$ cat config.mk
export PLATFORM = sky130hd
export DESIGN_NAME = scba_ram
export DESIGN_NICKNAME = d
export VERILOG_FILES = /design/src/scba_ram.sv
export SDC_FILE = /design/constraint.sdc
export NUM_CORES = 1
export LEC_CHECK = 0
export BUFFER_PORTS_ARGS = -buffer_cell sky130_fd_sc_hd__buf_2
export CELL_PAD_IN_SITES_DETAIL_PLACEMENT = 1
export CELL_PAD_IN_SITES_GLOBAL_PLACEMENT = 1
export CORE_ASPECT_RATIO = 0.7
export CORE_UTILIZATION = 40
export CTS_CLUSTER_SIZE = 25
export DETAILED_ROUTE_END_ITERATION = 8
export HOLD_SLACK_MARGIN = 0.08
export PLACE_DENSITY = 0.7
export SLEW_MARGIN = 20
export SYNTH_ARGS = -nofsm -noshare
export SYNTH_HDL_FRONTEND = slang
export SYNTH_SLANG_ARGS = --single-unit
$ cat constraint.sdc
create_clock -name clk -period 3.1 [get_ports clk]
set_input_delay 0.31 -clock clk [delete_from_list [all_inputs] [get_ports clk]]
set_output_delay 0.31 -clock clk [all_outputs]
set_load 0.02 [all_outputs]
$ cat src/scba_ram.sv
// ----------------------------------------------------------------------------
// scba_ram
// Simple dual-port synchronous RAM, one write port, one registered read port.
// ----------------------------------------------------------------------------
module scba_ram #(
  parameter int WIDTH = 8,
  parameter int DEPTH = 64
) (
  input  logic                     clk,
  input  logic                     we,
  input  logic [$clog2(DEPTH)-1:0] waddr,
  input  logic [WIDTH-1:0]         wdata,
  input  logic [$clog2(DEPTH)-1:0] raddr,
  output logic [WIDTH-1:0]         rdata
);

  logic [WIDTH-1:0] mem [DEPTH];

  always_ff @(posedge clk) begin
    if (we) begin
      mem[waddr] <= wdata;
    end
    rdata <= mem[raddr];
  end

endmodule

---- Yosys cells after proc, flatten, opt, wreduce, memory -nomap -nowiden ----
Memories as Yosys holds them, arrays and structs flattened. A register that Yosys moved wholly into a read port is not among the register bits.
Cells that the tools add are included.
storage, ports and cells
  ROM bits ................................ 0
  output and inout port bits .............. 8
  bits of input ports ..................... 22
  latch bits .............................. 0
  memories kept ........................... 1
  register bits ........................... 0
  RAM bits ................................ 512
memory list
  name  depth  bits a word  read ports  clocked after Yosys merged registers in  wr ports  RTL line  text
  mem   64     8            1           1                                        1         17        logic [WIDTH-1:0] mem [DEPTH];
cells by class
  div/mod/pow operators ................... 0
  add/sub/neg operators ................... 0
  shifts and indexed selects .............. 0
  reduce and logical (&&, ||, !) cells .... 0
  multipliers ............................. 0
  equal/unequal tests ..................... 0
  order comparisons ....................... 0
  multiplexer cells ....................... 2
  bitwise logic cells ..................... 0
operator list
  kind     number
  $mux W1  2

---- Longest topological paths before layout ----
  depth in word-level cells ............... 2
  depth in mapped cells ................... 9
  mapped depth without buffers ............ 5

---- Least setup slack after synthesis ----
OpenSTA, ideal clock, no wires.
  kind .................................... input-to-reg
  from .................................... input port raddr[1]
  to ...................................... register rdata[3], read port of mem
  path slack .............................. 1.122 ns
  data required time ...................... 2.972 ns
  arrival time ............................ 1.850 ns
  stages .................................. 7
  library setup time ...................... 0.128 ns
  buffers on the path ..................... 3
  cell sequence ........................... buf_4 > buf_2 > buf_2 > mux4_2 > mux4_2 > o21ai_1 > o41ai_1
RTL lines
  what                RTL line  text
  start: declaration  13        input logic [$clog2(DEPTH)-1:0] raddr,
  end: declaration    14        output logic [WIDTH-1:0] rdata

==> impl_metrics.env <==
export IMPL_period_share=0.662
export IMPL_slowest_stage="mux4_2"
export IMPL_rsz0062_at_grt="no"
export IMPL_r2r_cells=5
export IMPL_min_period_ps=2050
export IMPL_die_area_mm2=0.0513
export IMPL_drc_errors=0
export IMPL_power_frac_seq=0.532
export IMPL_cts_resized=0
export IMPL_ys_seq_area_frac=0.770
export IMPL_p_switching_w=0.00308
export IMPL_placed_cell_area_mm2=0.0216
export IMPL_die_h_um=190
export IMPL_power_frac_clock=0.416
export IMPL_fin_nets=1086
export IMPL_die_w_um=270
export IMPL_ios=30
export IMPL_ant_nets=0
export IMPL_insertion_delay_ps=570
export IMPL_end_kind="flip-flop"
export IMPL_power_switching_share=0.210
export IMPL_layout_commonest_cell="edfxtp_1"
export IMPL_area_delta_synth_final_pct=15.3
export IMPL_start_util=0.407
export IMPL_vias_per_cell=5.64
export IMPL_hold_depth=3
export IMPL_numPortBuffers=29
export IMPL_core_area_mm2=0.0495
export IMPL_power_density_mw_per_mm2=632
export IMPL_finClkSkew_ps=18.0
export IMPL_critPathTopFamily="multiplexers"
export IMPL_grt_max_degree=65
export IMPL_status="finished clean"
export IMPL_dp_slack_ps=439
export IMPL_p_leak_nw=7.37
export IMPL_grt_pass1_wl_mm=72.6
export IMPL_cts_setup_buffers=0
export IMPL_ys_warn_count=0
export IMPL_cts_path_max_buffers=3
export IMPL_path_cells="mux4_2 > mux2_2 > o221a_2 > nor3_1 > o32ai_1"
export IMPL_finalHoldViolations=0
export IMPL_fmax_ghz=0.488
export IMPL_root_buffer="clkbuf_16"
export IMPL_first_pass_iters=4
export IMPL_drive_gt1_frac=0.304
export IMPL_globalplace_congestion=0.776
export IMPL_tightest_slew_ps=1030
export IMPL_path_clk_slew_ps=60
export IMPL_fin_util=0.470
export IMPL_cp_max_fo=1
export IMPL_maxSlewHeadroom=0.310
export IMPL_grt_pass1_vias=10459
export IMPL_row_count=68
export IMPL_avgRoutedWirePerCell_um=27.9
export IMPL_layout_common_cells="edfxtp_1, mux4_2, buf_4"
export IMPL_worstPathRequired_ps=3540
export IMPL_setup_viol=0
export IMPL_dpl_hpwl_mm=32.0
export IMPL_drt_iter0_drc=1104
export IMPL_yosysUniqueCellTypes=40
export IMPL_comb_power_share=0.053
export IMPL_syn_avg_cell_area_um2=21.5
export IMPL_hold_buffers=0
export IMPL_overflow=0
export IMPL_cts_sinks=520
export IMPL_fillers=4521
export IMPL_crit_path_start_kind="flip-flop"
export IMPL_intPower_w=0.0116
export IMPL_crit_type="flip-flop to flip-flop"
export IMPL_cp_depth=5
export IMPL_numCtsBuffers=49
export IMPL_ir_drop_mv=0.318
export IMPL_ys_ff_latch=520
export IMPL_slowest_delay_ps=480
export IMPL_cts_tree="done"
export IMPL_arrival_ps=2490
export IMPL_syn_nets=962
export IMPL_drv_slew=0
export IMPL_htree_levels=2
export IMPL_layout_setup_ws_ps=1050
export IMPL_crit_buf_inv=0
export IMPL_wl_mm=49.3
export IMPL_num_vias=9980
export IMPL_grt_usage=0.196
export IMPL_final_cell_area_mm2=0.0232
export IMPL_cap_violations=0
export IMPL_tns_ps=0
export IMPL_syn_inst=940
export IMPL_hold_class="input pin to flip-flop"
export IMPL_syn_cell_area_mm2=0.0202
export IMPL_grt_antenna_before_repair=1
-- tightest hold or removal path, cell delays in order --
cell	delay, ps
buf_2	250
nand2_1	120
o2bb2ai_1	50
-- layout make-up --
| cell class | count | area, µm² | area share |
|---|---|---|---|
| multi-input cells | 369 | 4320 | 0.186 |
| clock inverters | 19 | 239 | 0.0103 |
| well taps | 665 | 832 | 0.0358 |
| flip-flops and latches | 520 | 15500 | 0.668 |
| clock buffers | 70 | 1390 | 0.0596 |
| repair buffers | 124 | 940 | 0.0404 |
| diodes | 1 | 2.50 | 0.000108 |
-- registers in the layout (all words and copies together) (netlist names) --
signal,count
mem,512
rdata,8
-- synthesized netlist by cell type (all sizes together) --
library cell	instances	area, µm²
o21ai	4	20.0
or3	1	6.26
nand4	2	12.5
buf	34	253
nor2b	14	87.6
a31oi	1	6.26
nand2	19	71.3
a211oi	4	30.0
mux4	126	2840
mux2i	23	230
nor2	83	312
o32ai	2	17.5
o2bb2ai	3	26.3
nand4b	1	8.76
edfxtp	512	15400
o221ai	8	70.1
dfxtp	8	160
nand2b	7	43.8
nor4	2	12.5
o22ai	8	50.1
o2111ai	3	26.3
nor3	7	35.0
a221oi	6	52.6
nand3	13	65.1
mux2	13	146
o41ai	2	17.5
and2	1	6.26
a21oi	3	15.0
o21a	2	15.0
a2111oi	2	17.5
o311ai	1	8.76
o221a	2	22.5
a22oi	3	22.5
clkbuf	17	63.8
nand3b	3	22.5
-- per-stage QoR --
step                instances  hold WS, ps  power (W)
finish                   1768          213     0.0147
global route             1767          212     0.0151
CTS                      1767          182     0.0148
detailed placement       1678          786    0.00874
global placement         1678          788    0.00871
floorplan                 940          409    0.00837
-- cell families (layout without fill, tap and decap cells) --
logic type | Yosys count | after routing | share of synthesized area
AO/OA/AOI/OAI | 54 | 54 | 0.0207
buffers and inverters | 51 | 213 | 0.0157
flip-flops | 520 | 520 | 0.770
multiplexers | 162 | 162 | 0.159
other | 0 | 1 | 0
AND/OR/NAND/NOR | 153 | 153 | 0.0339
-- power by group through the flow --
stage | registers [W] | clock network (W) | logic, W
after floorplan | 0.00796 | 0 | 0.000415
after global placement | 0.00796 | 0 | 0.000754
after detailed placement | 0.00796 | 0 | 0.000775
after CTS | 0.00781 | 0.00620 | 0.000779
after global routing | 0.00781 | 0.00643 | 0.000823
final | 0.00781 | 0.00611 | 0.000772
-- final timing paths --
check,from,end,slack (ps)
max,mem[20][6],rdata[6],1050
min,raddr[5],rdata[1],210
max reg2reg,mem[20][6],rdata[6],1050
min reg2reg,mem[26][4],rdata[4],900
-- routing by layer --
metal | share of wire | GRT usage
met1 | 0.45 | 0.292
met2 | 0.45 | 0.291
met3 | 0.081 | 0.0454
met4 | 0.019 | 0.0485
met5 | 0 | 0
(Power assumes the default switching activity.)
